`src/mexp_pkg.sv`:
```
package mexp_pkg;

  // fixed field widths
  localparam int DATA_W = 32;
  localparam int IDX_W  = 8;

  // default key width
  localparam int KEY_BITS_DEF = 32;

  // configuration register indexes
  localparam logic [IDX_W-1:0] REG_MODULUS  = IDX_W'(0);
  localparam logic [IDX_W-1:0] REG_EXPONENT = IDX_W'(1);

endpackage

```
`src/modular_exponentiation.sv`:
```
// channel  | signals                              | dir | notes
// ---------+--------------------------------------+-----+------------------------------
// in       | in_valid, in_ready, ciphertext       | in  | one ciphertext word per item
// out      | out_valid, out_ready, plaintext      | out | ciphertext^exponent mod modulus
// cfg      | cfg_valid, cfg_ready, cfg_index/data | in  | 0: modulus, 1: exponent
//
// sequence: the ciphertext is first reduced in the shared multiplier, then each
//   scanned exponent bit passes the start state, a serial multiply over the 32 bits
//   of b (double-reduce and add-reduce per bit) and done; the scan stops after
//   the highest set exponent bit
// exponent zero or modulus zero skip the multipliers and go straight to the output state
// reset: synchronous, modulus and exponent both return to 1
// stalls: one item at a time; a finished result waits in the output register;
//   cfg writes are taken only while idle and hold off a new item
module modular_exponentiation
  import mexp_pkg::*;
#(
  parameter int KEY_BITS = KEY_BITS_DEF
) (
  input  logic              clk,
  input  logic              rst,
  // input item
  input  logic              in_valid,
  output logic              in_ready,
  input  logic [DATA_W-1:0] ciphertext,
  // result item
  output logic              out_valid,
  input  logic              out_ready,
  output logic [DATA_W-1:0] plaintext,
  // configuration writes
  input  logic              cfg_valid,
  output logic              cfg_ready,
  input  logic [IDX_W-1:0]  cfg_index,
  input  logic [DATA_W-1:0] cfg_data
);

  localparam int W = KEY_BITS;

  typedef enum logic [2:0] {
    S_IDLE,
    S_REDUCE,
    S_SQ_START,
    S_SQ_WAIT,
    S_OUT
  } state_t;

  state_t state;

  // key registers
  logic [W-1:0] modulus;
  logic [W-1:0] exponent;

  // working registers
  logic [W-1:0] base;   // ciphertext^(2^i) mod modulus
  logic [W-1:0] acc;    // running product
  logic [W-1:0] ebits;  // exponent bits not yet scanned, lsb next

  logic in_accept;
  logic normal;         // exponent and modulus both nonzero

  // shared multiplier: base reduction first, then acc * base
  logic              mul_start;
  logic              mul_done;
  logic [W-1:0]      mul_r;
  logic [DATA_W-1:0] mul_b;

  // squaring unit
  logic              sq_start;
  logic              sq_done;
  logic [W-1:0]      sq_r;

  // a pending key write goes first, so an item never sees half a key
  assign in_ready  = (state == S_IDLE) && !cfg_valid;
  assign cfg_ready = (state == S_IDLE);
  assign in_accept = in_valid && in_ready;
  assign normal    = (exponent != '0) && (modulus != '0);

  // reduction is ciphertext * 1 mod modulus, scanning all ciphertext bits
  assign mul_start = (in_accept && normal) || (state == S_SQ_START && ebits[0]);
  assign mul_b     = (state == S_IDLE) ? ciphertext : DATA_W'(base);
  assign sq_start  = (state == S_SQ_START);

  mexp_mulmod #(
    .W   (W),
    .B_W (DATA_W)
  ) u_mul (
    .clk   (clk),
    .rst   (rst),
    .start (mul_start),
    .a     (acc),
    .b     (mul_b),
    .m     (modulus),
    .done  (mul_done),
    .r     (mul_r)
  );

  // same scan length as the multiplier, so both finish on the same cycle
  mexp_mulmod #(
    .W   (W),
    .B_W (DATA_W)
  ) u_sq (
    .clk   (clk),
    .rst   (rst),
    .start (sq_start),
    .a     (base),
    .b     (DATA_W'(base)),
    .m     (modulus),
    .done  (sq_done),
    .r     (sq_r)
  );

  // configuration writes, taken only while idle
  always_ff @(posedge clk) begin
    if (rst) begin
      modulus  <= W'(1);
      exponent <= W'(1);
    end else if (cfg_valid && cfg_ready) begin
      case (cfg_index)
        REG_MODULUS:  modulus  <= cfg_data[W-1:0];
        REG_EXPONENT: exponent <= cfg_data[W-1:0];
        default: ;  // writes beyond the register list are dropped
      endcase
    end
  end

  // sequencer and output register
  always_ff @(posedge clk) begin
    if (rst) begin
      state     <= S_IDLE;
      out_valid <= 1'b0;
    end else begin
      // result register loads from the sequencer, clears once taken
      if (state == S_OUT && (!out_valid || out_ready)) begin
        out_valid <= 1'b1;
      end else if (out_valid && out_ready) begin
        out_valid <= 1'b0;
      end
      case (state)
        S_IDLE: begin
          if (in_accept) begin
            ebits <= exponent;
            if (exponent == '0) begin
              // zero exponent gives 1, left unreduced
              acc   <= W'(1);
              state <= S_OUT;
            end else if (modulus == '0) begin
              acc   <= '0;
              state <= S_OUT;
            end else begin
              acc   <= W'(1);
              state <= S_REDUCE;
            end
          end
        end
        S_REDUCE: begin
          if (mul_done) begin
            base  <= mul_r;
            state <= S_SQ_START;
          end
        end
        S_SQ_START: begin
          state <= S_SQ_WAIT;
        end
        S_SQ_WAIT: begin
          // both units run the same length, so they finish together
          if (sq_done) begin
            base <= sq_r;
            if (ebits[0]) begin
              acc <= mul_r;
            end
            ebits <= ebits >> 1;
            if (ebits[W-1:1] == '0) begin
              state <= S_OUT;
            end else begin
              state <= S_SQ_START;
            end
          end
        end
        S_OUT: begin
          if (!out_valid || out_ready) begin
            plaintext <= DATA_W'(acc);
            state     <= S_IDLE;
          end
        end
        default: begin
          state <= S_IDLE;
        end
      endcase
    end
  end

  // multiply finishing in the loop must line up with the square
  assert property (@(posedge clk) disable iff (rst)
    (state == S_SQ_WAIT && mul_done) |-> sq_done)
    else $error("multiply done without square done");

  // squared base always stays reduced
  assert property (@(posedge clk) disable iff (rst)
    (state == S_SQ_WAIT && sq_done) |-> (sq_r < modulus))
    else $error("square result not reduced");

  // an accepted item always leaves idle
  assert property (@(posedge clk) disable iff (rst)
    in_accept |=> (state != S_IDLE))
    else $error("item accepted but sequencer stayed idle");

endmodule

```
`src/mexp_mulmod.sv`:
```
// bit-serial interleaved modular multiplier: r = a * b mod m
// b is scanned msb first, each bit by a double-reduce step and then an add-reduce step
module mexp_mulmod #(
  parameter int W   = 32,
  parameter int B_W = 32
) (
  input  logic           clk,
  input  logic           rst,
  input  logic           start,
  input  logic [W-1:0]   a,
  input  logic [B_W-1:0] b,
  input  logic [W-1:0]   m,
  output logic           done,
  output logic [W-1:0]   r
);

  localparam int CNT_W = (B_W > 1) ? $clog2(B_W) : 1;
  localparam logic [CNT_W-1:0] LAST = CNT_W'(B_W - 1);

  logic             busy;
  logic             phase;
  logic [CNT_W-1:0] cnt;
  logic [B_W-1:0]   bsh;

  logic [W:0]       t;
  logic [W+1:0]     diff;
  logic [W-1:0]     r_next;

  // one add and one conditional subtract per cycle
  always_comb begin
    if (phase) begin
      t = {1'b0, r} + (bsh[B_W-1] ? {1'b0, a} : '0);
    end else begin
      t = {r, 1'b0};
    end
    diff   = {1'b0, t} - {2'b00, m};
    r_next = diff[W+1] ? t[W-1:0] : diff[W-1:0];
  end

  always_ff @(posedge clk) begin
    if (rst) begin
      busy  <= 1'b0;
      phase <= 1'b0;
      cnt   <= '0;
      done  <= 1'b0;
    end else begin
      done <= 1'b0;
      if (start) begin
        busy  <= 1'b1;
        phase <= 1'b0;
        cnt   <= '0;
        r     <= '0;
        bsh   <= b;
      end else if (busy) begin
        r     <= r_next;
        phase <= ~phase;
        if (phase) begin
          bsh <= bsh << 1;
          if (cnt == LAST) begin
            busy <= 1'b0;
            done <= 1'b1;
          end else begin
            cnt <= cnt + CNT_W'(1);
          end
        end
      end
    end
  end

endmodule
```
`config.mk`:
```
export PLATFORM = sky130hd
export DESIGN_NAME = modular_exponentiation
export DESIGN_NICKNAME = d
export VERILOG_FILES = /design/src/mexp_pkg.sv /design/src/modular_exponentiation.sv /design/src/mexp_mulmod.sv
export SDC_FILE = /design/constraint.sdc
export NUM_CORES = 1
export LEC_CHECK = 0
export BUFFER_PORTS_ARGS = -buffer_cell sky130_fd_sc_hd__buf_2
export CORE_MARGIN = 5
export CORE_UTILIZATION = 59
export CTS_CLUSTER_SIZE = 8
export DETAILED_ROUTE_END_ITERATION = 8
export PLACE_DENSITY = 0.77
export SETUP_SLACK_MARGIN = 0.2
export SYNTH_ARGS = -nofsm -noshare
export SYNTH_HDL_FRONTEND = slang
export SYNTH_SLANG_ARGS = --single-unit
```
`constraint.sdc`:
```
create_clock -name clk -period 16.7 [get_ports clk]
set_input_delay 0.835 -clock clk [delete_from_list [all_inputs] [get_ports clk]]
set_output_delay 0.835 -clock clk [all_outputs]
set_load 0.01 [all_outputs]
```
==> results.md, run 1 <==
* Status: complete, no violations
* Yosys top cell by area: edfxtp_1
* Peak supply drop at 0.0000977 V
* Global-route wire length before repair at between 100,000 and 150,000 um
* Levels on crit path at 21
* Routability congestion estimate at 0.990
* Flops & latches, synth at 340
* Global-route congestion overflow total at 0
* Synth-to-Final Area Change at 9.79%
* Core Area at roughly 0.038 mm2
* Transition time of the tightest slew-check pin at 1.34 ns
* Final hold violations at 0
* DRC violations left at 0
* Crit-path cells: and2_1 -> ha_1 -> fa_1 -> a211oi_1 -> o21bai_1 -> a22oi_1 -> a21oi_1 -> o41ai_1 -> xnor2_1 -> mux2_2 -> ha_1 -> a21o_1 -> a211o_1 -> a221o_1 -> a221o_1 -> a31o_1 -> a311o_1 -> nand3_1 -> buf_4 -> a311o_1 -> a21oi_1
* Final #Nets at 2,834
* Cells after Synth at around 2,600
* Simple-gate portion of the synthesized area at 0.226
* # Max-Cap Violations at 0
* Reg2reg end: u_mul.r[3]$_SDFFCE_PN0P_
* # rows at 71
* Gr usage total at 0.313
* Crit path from: u_mul.bsh[31]$_DFFE_PP_
* Worst-path clk slew at approximately 0.050 ns
* Min-delay worst type: flip-flop to flip-flop
* Worst EP arrival at about 7.4 ns
* Fillers at around 3,200
* Static Leak at approximately 9.5 nW
* Syn_area_per_cell at 8.70 um2
* Share of the synthesized area in the top cell type at 0.342
* H-tree depth at 2
* Count leader, synth: nand2_1
* Routed vias/inst at roughly 6.4
* Port Buffers at about 110
* DPL Wire Length at 49,500 um
* Boundary pin count at ~110
* CTS Root Buffer Type: clkbuf_16
* Startpoint types: flip-flop
* Final antenna-violating net count at 0
* XOR/XNOR Fraction of Synth Area at 0.0304
* Skew-Pair Late Insertion Delay at ~0.60 ns
* CP required at between 15 and 20 ns
* Sinks on Clock Net at 340
* Top delay family on crit path: compound AO/OA/AOI/OAI gates
* Distinct cells, synth at 80
* Synth Area in Compound Gates at 0.196
* Drt total wl at approximately 67,000 um
* Share of cells above drive strength 1 at 0.0954
* Syn Nets at approximately 2,800
* Slack of the critical path at 9.61 ns
* Crit Path Class: flip-flop to flip-flop
* Async SR Flop Fraction at 0
* Power per Cell Area at 136 mW/mm2
* Critical-path top delay cell: edfxtp_1
* Initial Util at 0.597
* Dominant synthesized flop cell: edfxtp_1
* Initial antenna violation count at 0
* CP Capture Point: u_mul.r[3]$_SDFFCE_PN0P_
* Post-CTS Setup Bufs at 0
* Minimum clock period after layout at slightly above 7 ns
* Diodes inserted at 0
* Slew margin rel. at 0.108
* Adder-cell share of the synthesized area at 0.0770
* Full die area at between 0.04 and 0.05 mm2
* Synth warn at 0
* Worst hold slack at around 0.43 ns
* Worst setup EP type: flip-flop
* Number of synthesized flops with an enable pin at roughly 260
* Finish-stage setup viols at 0
* Largest family of logic cells by synthesized area: simple AND/OR/NAND/NOR gates
* Final std cells w/o fill at about 3,200
* Layout Skew at 0.0237 ns
* RR Startpoint: u_mul.bsh[31]$_DFFE_PP_
* Critical path peak fanout at 32
* RSZ-0062 raised after global routing: false
* Clock Path Buffers at 3
* First-pass iteration count of the detailed router at 6
* Wire length per cell at around 21 um
* Reg-to-reg setup timing slack at 9.61 ns
* Vias in the first global route at ~19,000
* WP buf/inv at 1
* # hold bufs at CTS at 0
* Iteration-0 DRC Markers at roughly 2,100
* Place WS at between 9 and 10 ns
* Worst reg2reg path depth at 21
* CTS resizes at 0
* Largest net degree at the start of global routing at 92
* Fin. max-slew vios at 0
* Num CTS Buffers at between 40 and 50
* CTS tree: yes
* Sequential share of the synthesized area at 0.417
* Final Cycle Share at 0.425
* Mux cell area share after synthesis at 0.0141
* Cell area after synthesis at 0.0225 mm2
* Top post-synthesis cells by count: nand2_1, edfxtp_1, a21oi_1
* Max Clk Rate at roughly 140 MHz
* Die Span Y at approximately 200 um
* Vias at roughly 20,000
* Post-route setup TNS at 0 ns
* Slowest stage delay, CP at between 0.7 and 0.8 ns
* DIE WIDTH at approximately 210 um
* Top area cells in the synthesized netlist: edfxtp_1, nand2_1, dfxtp_1
* Dpl cells at a little over 3,000
* Core Util, Final at 0.655
-- how the worst min path moves through the flow --
stage | startpoint | end | slack [ns] | cells past startpoint
floorplan | acc[0]$_DFFE_PP_ | plaintext[0]$_DFFE_PP_ | 0.42 | 0
global route | acc[0]$_DFFE_PP_ | plaintext[0]$_DFFE_PP_ | 0.45 | 0
detailed placement | acc[27]$_SDFFCE_PN0P_ | plaintext[27]$_DFFE_PP_ | 0.43 | 0
finish | acc[0]$_DFFE_PP_ | plaintext[0]$_DFFE_PP_ | 0.43 | 0
CTS | acc[0]$_DFFE_PP_ | plaintext[0]$_DFFE_PP_ | 0.43 | 0
global placement | acc[17]$_SDFFCE_PN0P_ | plaintext[17]$_DFFE_PP_ | 0.43 | 0
-- state kept, by name, indices dropped and copies added, names as in the netlist, 3 cells and up --
name and cells:
plaintext 32, base 32, state 3, u_mul.r 32
u_sq.bsh 32, u_sq.cnt 5, modulus 32, ebits 32
u_sq.r 32, u_mul.bsh 32, u_mul.cnt 5, exponent 32
acc 32
-- report_power, final --
| part | switching [mW] | total (mW) | internal, mW |
|---|---|---|---|
| logic | 0.843 | 1.36 | 0.514 |
| clock network | 0.361 | 0.884 | 0.523 |
| registers | 0.0640 | 1.11 | 1.04 |
-- final cells by class --
cell class / instances / area (um2) / area share
multi-input cells: 2015 / 12300 / 0.498
flip-flops and latches: 340 / 9370 / 0.380
clock buffers: 68 / 1280 / 0.0517
repair buffers: 137 / 751 / 0.0304
well taps: 511 / 639 / 0.0259
inverters: 79 / 297 / 0.0120
clock inverters: 3 / 45.0 / 0.00183
-- per-layer routing --
| layer | global-route usage | up-vias | wire (um) |
|---|---|---|---|
| met2 | 0.472 | 943 | 28800 |
| met1 | 0.449 | 9429 | 29300 |
| met4 | 0.135 | 0 | 3150 |
| met3 | 0.0515 | 153 | 5730 |
| met5 | 0 | - | 0 |
| li1 | - | 9526 | - |
-- per-stage QoR --
step | power (mW) | area, um2
after global placement | 2.42 | 23400
final | 3.35 | 24700
after CTS | 3.33 | 24700
after detailed placement | 2.44 | 23400
after floorplan | 2.11 | 22500
after global routing | 3.54 | 24700
-- cells by family after synthesis --
| kind of cell | after synthesis |
|---|---|
| simple gates | 1101 |
| buf+inv | 228 |
| fa+ha+maj | 136 |
| xor+xnor | 78 |
| mux | 29 |
| flops | 340 |
| compound gates | 671 |
-- placed cells by master (no fill, tap or decap), types with 59 or more instances in the layout --
cell type,instances
ha_1,132
buf_2,111
and2_1,110
nor2_1,131
nand2_1,547
a21oi_1,217
dfxtp_1,83
inv_1,77
o21ai_0,88
edfxtp_1,256
nor3_1,59
Note: power is estimated with default switching activity, not from simulation.
==> run 2, diff against run 1 <==
Settings changed: ABC_AREA from default to 1.
Clock period 16.7 ns to 6.86 ns, I/O delays scaled along.
==> run 2 against run 1 <==
  * Fmax grew 38%
  * Die area is 10% higher
  * Via count grew 16%
  * Sequential power rose to 2.5 times the previous value
  * Clock skew is essentially flat
  * Sequential share of layout area decreased by 3.6 points
  * Non-clock buffer count decreased by 10
  * Largest cell class unchanged
  * Highest routed layer unchanged
==> results.md, run 2 <==
* Place WS at 1.80 ns (was 9.76 ns)
* Vias at 23,300 (was 20,100)
* Global-route wire length before repair at 116,000 um (was 104,000 um)
* DPL Wire Length at 58,600 um (was 49,500 um)
* Slack of the critical path at 1.72 ns (was 9.61 ns)
* Worst setup EP type: flip-flop (unchanged)
* Async SR Flop Fraction at 0 (unchanged)
* Share of the synthesized area in the top cell type at 0.309 (was 0.342)
* Min-delay worst type: input pin to flip-flop (was flip-flop to flip-flop)
* Initial Util at 0.594 (was 0.597)
* Core Area at 0.0419 mm2 (was 0.0377 mm2)
* Core Util, Final at 0.650 (was 0.655)
* Full die area at 0.0464 mm2 (was 0.0421 mm2)
* Cells on Worst Hold Path at 3 (was 0)
* # Max-Cap Violations at 0 (unchanged)
* H-tree depth at 2 (unchanged)
* Share of cells above drive strength 1 at 0.0742 (was 0.0954)
* CTS resizes at 0 (unchanged)
* Crit Path Class: flip-flop to flip-flop (unchanged)
* Minimum clock period after layout at 5.14 ns (was 7.09 ns)
* Reg-to-reg setup timing slack at 1.72 ns (was 9.61 ns)
* Critical path peak fanout at 39 (was 32)
* Worst Hold Endpoint: exponent[27]$_SDFFE_PP0P_ (was plaintext[0]$_DFFE_PP_)
* Worst-path clk slew at 0.05 ns (about the same)
* Yosys top cell by area: edfxtp_1 (unchanged)
* Sinks on Clock Net at 340 (unchanged)
* Syn_area_per_cell at 6.70 um2 (was 8.70 um2)
* Power per Cell Area at 342 mW/mm2 (was 136 mW/mm2)
* Dominant synthesized flop cell: edfxtp_1 (unchanged)
* RSZ-0062 raised after global routing: false (unchanged)
* Reg2reg end: u_sq.r[3]$_SDFFCE_PP0P_ (was u_mul.r[3]$_SDFFCE_PN0P_)
* Final #Nets at 4,009 (was 2,834)
* DIE WIDTH at 215 um (was 205 um)
* Fillers at 3,903 (was 3,213)
* # rows at 75 (was 71)
* Synth warn at 0 (unchanged)
* Most frequent cells in the layout: nand2_1, inv_1, nor2_1 (was nand2_1, edfxtp_1, a21oi_1)
* Most common cell after layout, fill and taps aside: nand2_1 (unchanged)
* Fin. max-slew vios at 0 (unchanged)
* Post-CTS Setup Bufs at 0 (unchanged)
* Initial antenna violation count at 1 (was 0)
* Startpoint types: flip-flop (unchanged)
* Drt total wl at 74,900 um (was 67,000 um)
* Iteration-0 DRC Markers at 2,788 (was 2,075)
* DRC violations left at 0 (unchanged)
* Hold Path Origin: cfg_data[27] (was acc[0]$_DFFE_PP_)
* Global-route congestion overflow total at 0 (unchanged)
* Placed Instance Area at 0.0258 mm2 (was 0.0234 mm2)
* Top post-synthesis cells by count: nand2_1, inv_1, nor2_1 (was nand2_1, edfxtp_1, a21oi_1)
* Boundary pin count at 112 (unchanged)
* CP required at 7.19 ns (was 16.99 ns)
* Clock Path Buffers at 3 (unchanged)
* Max Clk Rate at 194 MHz (was 141 MHz)
* Flops & latches, synth at 340 (unchanged)
* Transition time of the tightest slew-check pin at 1.10 ns (was 1.34 ns)
* Final Cycle Share at 0.750 (was 0.425)
* Cells after Synth at 3,714 (was 2,583)
* Gr usage total at 0.315 (was 0.313)
* Peak supply drop at 0.000271 V (was 0.0000977 V)
* Static Leak at 14.0 nW (was 9.51 nW)
* Worst EP arrival at 5.47 ns (was 7.38 ns)
* RR Startpoint: u_sq.bsh[31]$_DFFE_PP_ (was u_mul.bsh[31]$_DFFE_PP_)
* Final antenna-violating net count at 0 (unchanged)
* CTS Root Buffer Type: clkbuf_16 (unchanged)
* Die Span Y at 215 um (was 205 um)
* Vias in the first global route at 21,100 (was 18,600)
* Status: complete, no violations (unchanged)
* Largest net degree at the start of global routing at 79 (was 92)
* Top area cells in the synthesized netlist: edfxtp_1, nand2_1, inv_1 (was edfxtp_1, nand2_1, dfxtp_1)
* Distinct cells, synth at 47 (was 80)
* Routed vias/inst at 5.33 (was 6.36)
* Skew-Pair Late Insertion Delay at 0.59 ns (was 0.60 ns)
* Slew margin rel. at 0.262 (was 0.108)
* CTS tree: yes (unchanged)
* Routability congestion estimate at 1.01 (was 0.990)
* Count leader, synth: nand2_1 (unchanged)
* # hold bufs at CTS at 0 (unchanged)
* Cell area after synthesis at 0.0249 mm2 (was 0.0225 mm2)
* Synth-to-Final Area Change at 9.47% (was 9.79%)
* Number of synthesized flops with an enable pin at 256 (unchanged)
* Pwr Total at 9.31 mW (was 3.35 mW)
* Final hold violations at 0 (unchanged)
* Finished Cell Area at 0.0272 mm2 (was 0.0247 mm2)
* Syn Nets at 3,927 (was 2,796)
* Layout Skew at 0.0236 ns (was 0.0237 ns)
* Port Buffers at 111 (unchanged)
* Finish-stage setup viols at 0 (unchanged)
* Worst reg2reg path depth at 27 (was 21)
* Wire length per cell at 17.2 um (was 21.3 um)
* Num CTS Buffers at 49 (was 48)
* First-pass iteration count of the detailed router at 6 (unchanged)
* Sequential share of the synthesized area at 0.377 (was 0.417)
* Post-route setup TNS at 0 ns (unchanged)
## run 2: cell count changes after synthesis, sizes merged, moves of 103 or more
cell   previous run  this run
and2            110         7
inv              78       640
nand2           547      1422
nand3            58       161
nor2            135       358
o21ai            90       196
## run 2: how the worst max path moves through the flow
stage	startpoint	end	slack [ns]	cells after the start
floorplan	rst	plaintext[0]$_DFFE_PP_	2.65	2
global placement	u_mul.bsh[31]$_DFFE_PP_	u_mul.r[5]$_SDFFCE_PN0P_	1.86	27
detailed placement	u_sq.bsh[31]$_DFFE_PP_	u_sq.r[6]$_SDFFCE_PP0P_	1.80	27
CTS	u_sq.bsh[31]$_DFFE_PP_	u_sq.r[3]$_SDFFCE_PP0P_	1.79	27
global route	u_sq.bsh[31]$_DFFE_PP_	u_sq.r[3]$_SDFFCE_PP0P_	1.15	29
finish	u_sq.bsh[31]$_DFFE_PP_	u_sq.r[3]$_SDFFCE_PP0P_	1.72	27
## run 2: stage by stage
| stage | hold WS [ns] | cells |
|---|---|---|
| after floorplan | 0.427 | 3714 |
| after global placement | 0.429 | 4284 |
| after detailed placement | 0.437 | 4284 |
| after CTS | 0.00713 | 4365 |
| after global routing | 0.0393 | 4366 |
| final | 0.0326 | 4367 |
## run 2: layer usage
metal / up-vias / global-route usage / wire (um)
met5: - / 0 / 0
met4: 0 / 0.100 / 2650
met3: 110 / 0.0505 / 7300
met2: 1009 / 0.474 / 31400
met1: 10400 / 0.468 / 33600
li1: 11800 / - / -
## run 2: layout make-up
class	count	area, um2	area share
Sequential cell	340	9370	0.344
Clock buffer	77	1370	0.0504
Inverter	643	2410	0.0887
Multi-Input combinational cell	2635	12700	0.465
Timing Repair Buffer	127	676	0.0248
Tap cell	539	674	0.0248
Antenna cell	2	5.00	0.000184
Clock inverter	4	46.3	0.00170
## run 2: where the power goes
group          internal (mW)  switching, mW  leakage [nW]
Clock                   1.36          0.912         0.685
Sequential              2.64          0.187          3.03
Combinational           1.33           2.88          10.3
## run 2: logic make-up after synthesis
family / synth area share
fa+ha+maj: 0.0696
xor+xnor: 0.0169
mux: 0.000403
buf+inv: 0.116
flops: 0.377
compound gates: 0.0883
simple gates: 0.332
## run 2: critical path, stage by stage, from the launching register on
cell and delay [ns]:
edfxtp_1 0.81, nand2_1 0.18, inv_1 0.07, ha_1 0.24, fa_1 0.48, nand3_1 0.11
nand3_2 0.09, nand2_1 0.07, nand2_1 0.09, nand2_1 0.09, nand2_1 0.10, nand2_1 0.09
nand2_1 0.05, nand2_1 0.05, nand3_1 0.06, nand2_1 0.16, inv_1 0.07, ha_1 0.34
a21oi_1 0.21, o21ai_1 0.11, nand2_1 0.08, nand2_1 0.06, a21oi_2 0.14, nand2_1 0.09
nand2_1 0.07, nand3_2 0.52, o21ai_0 0.38, nor2_1 0.08
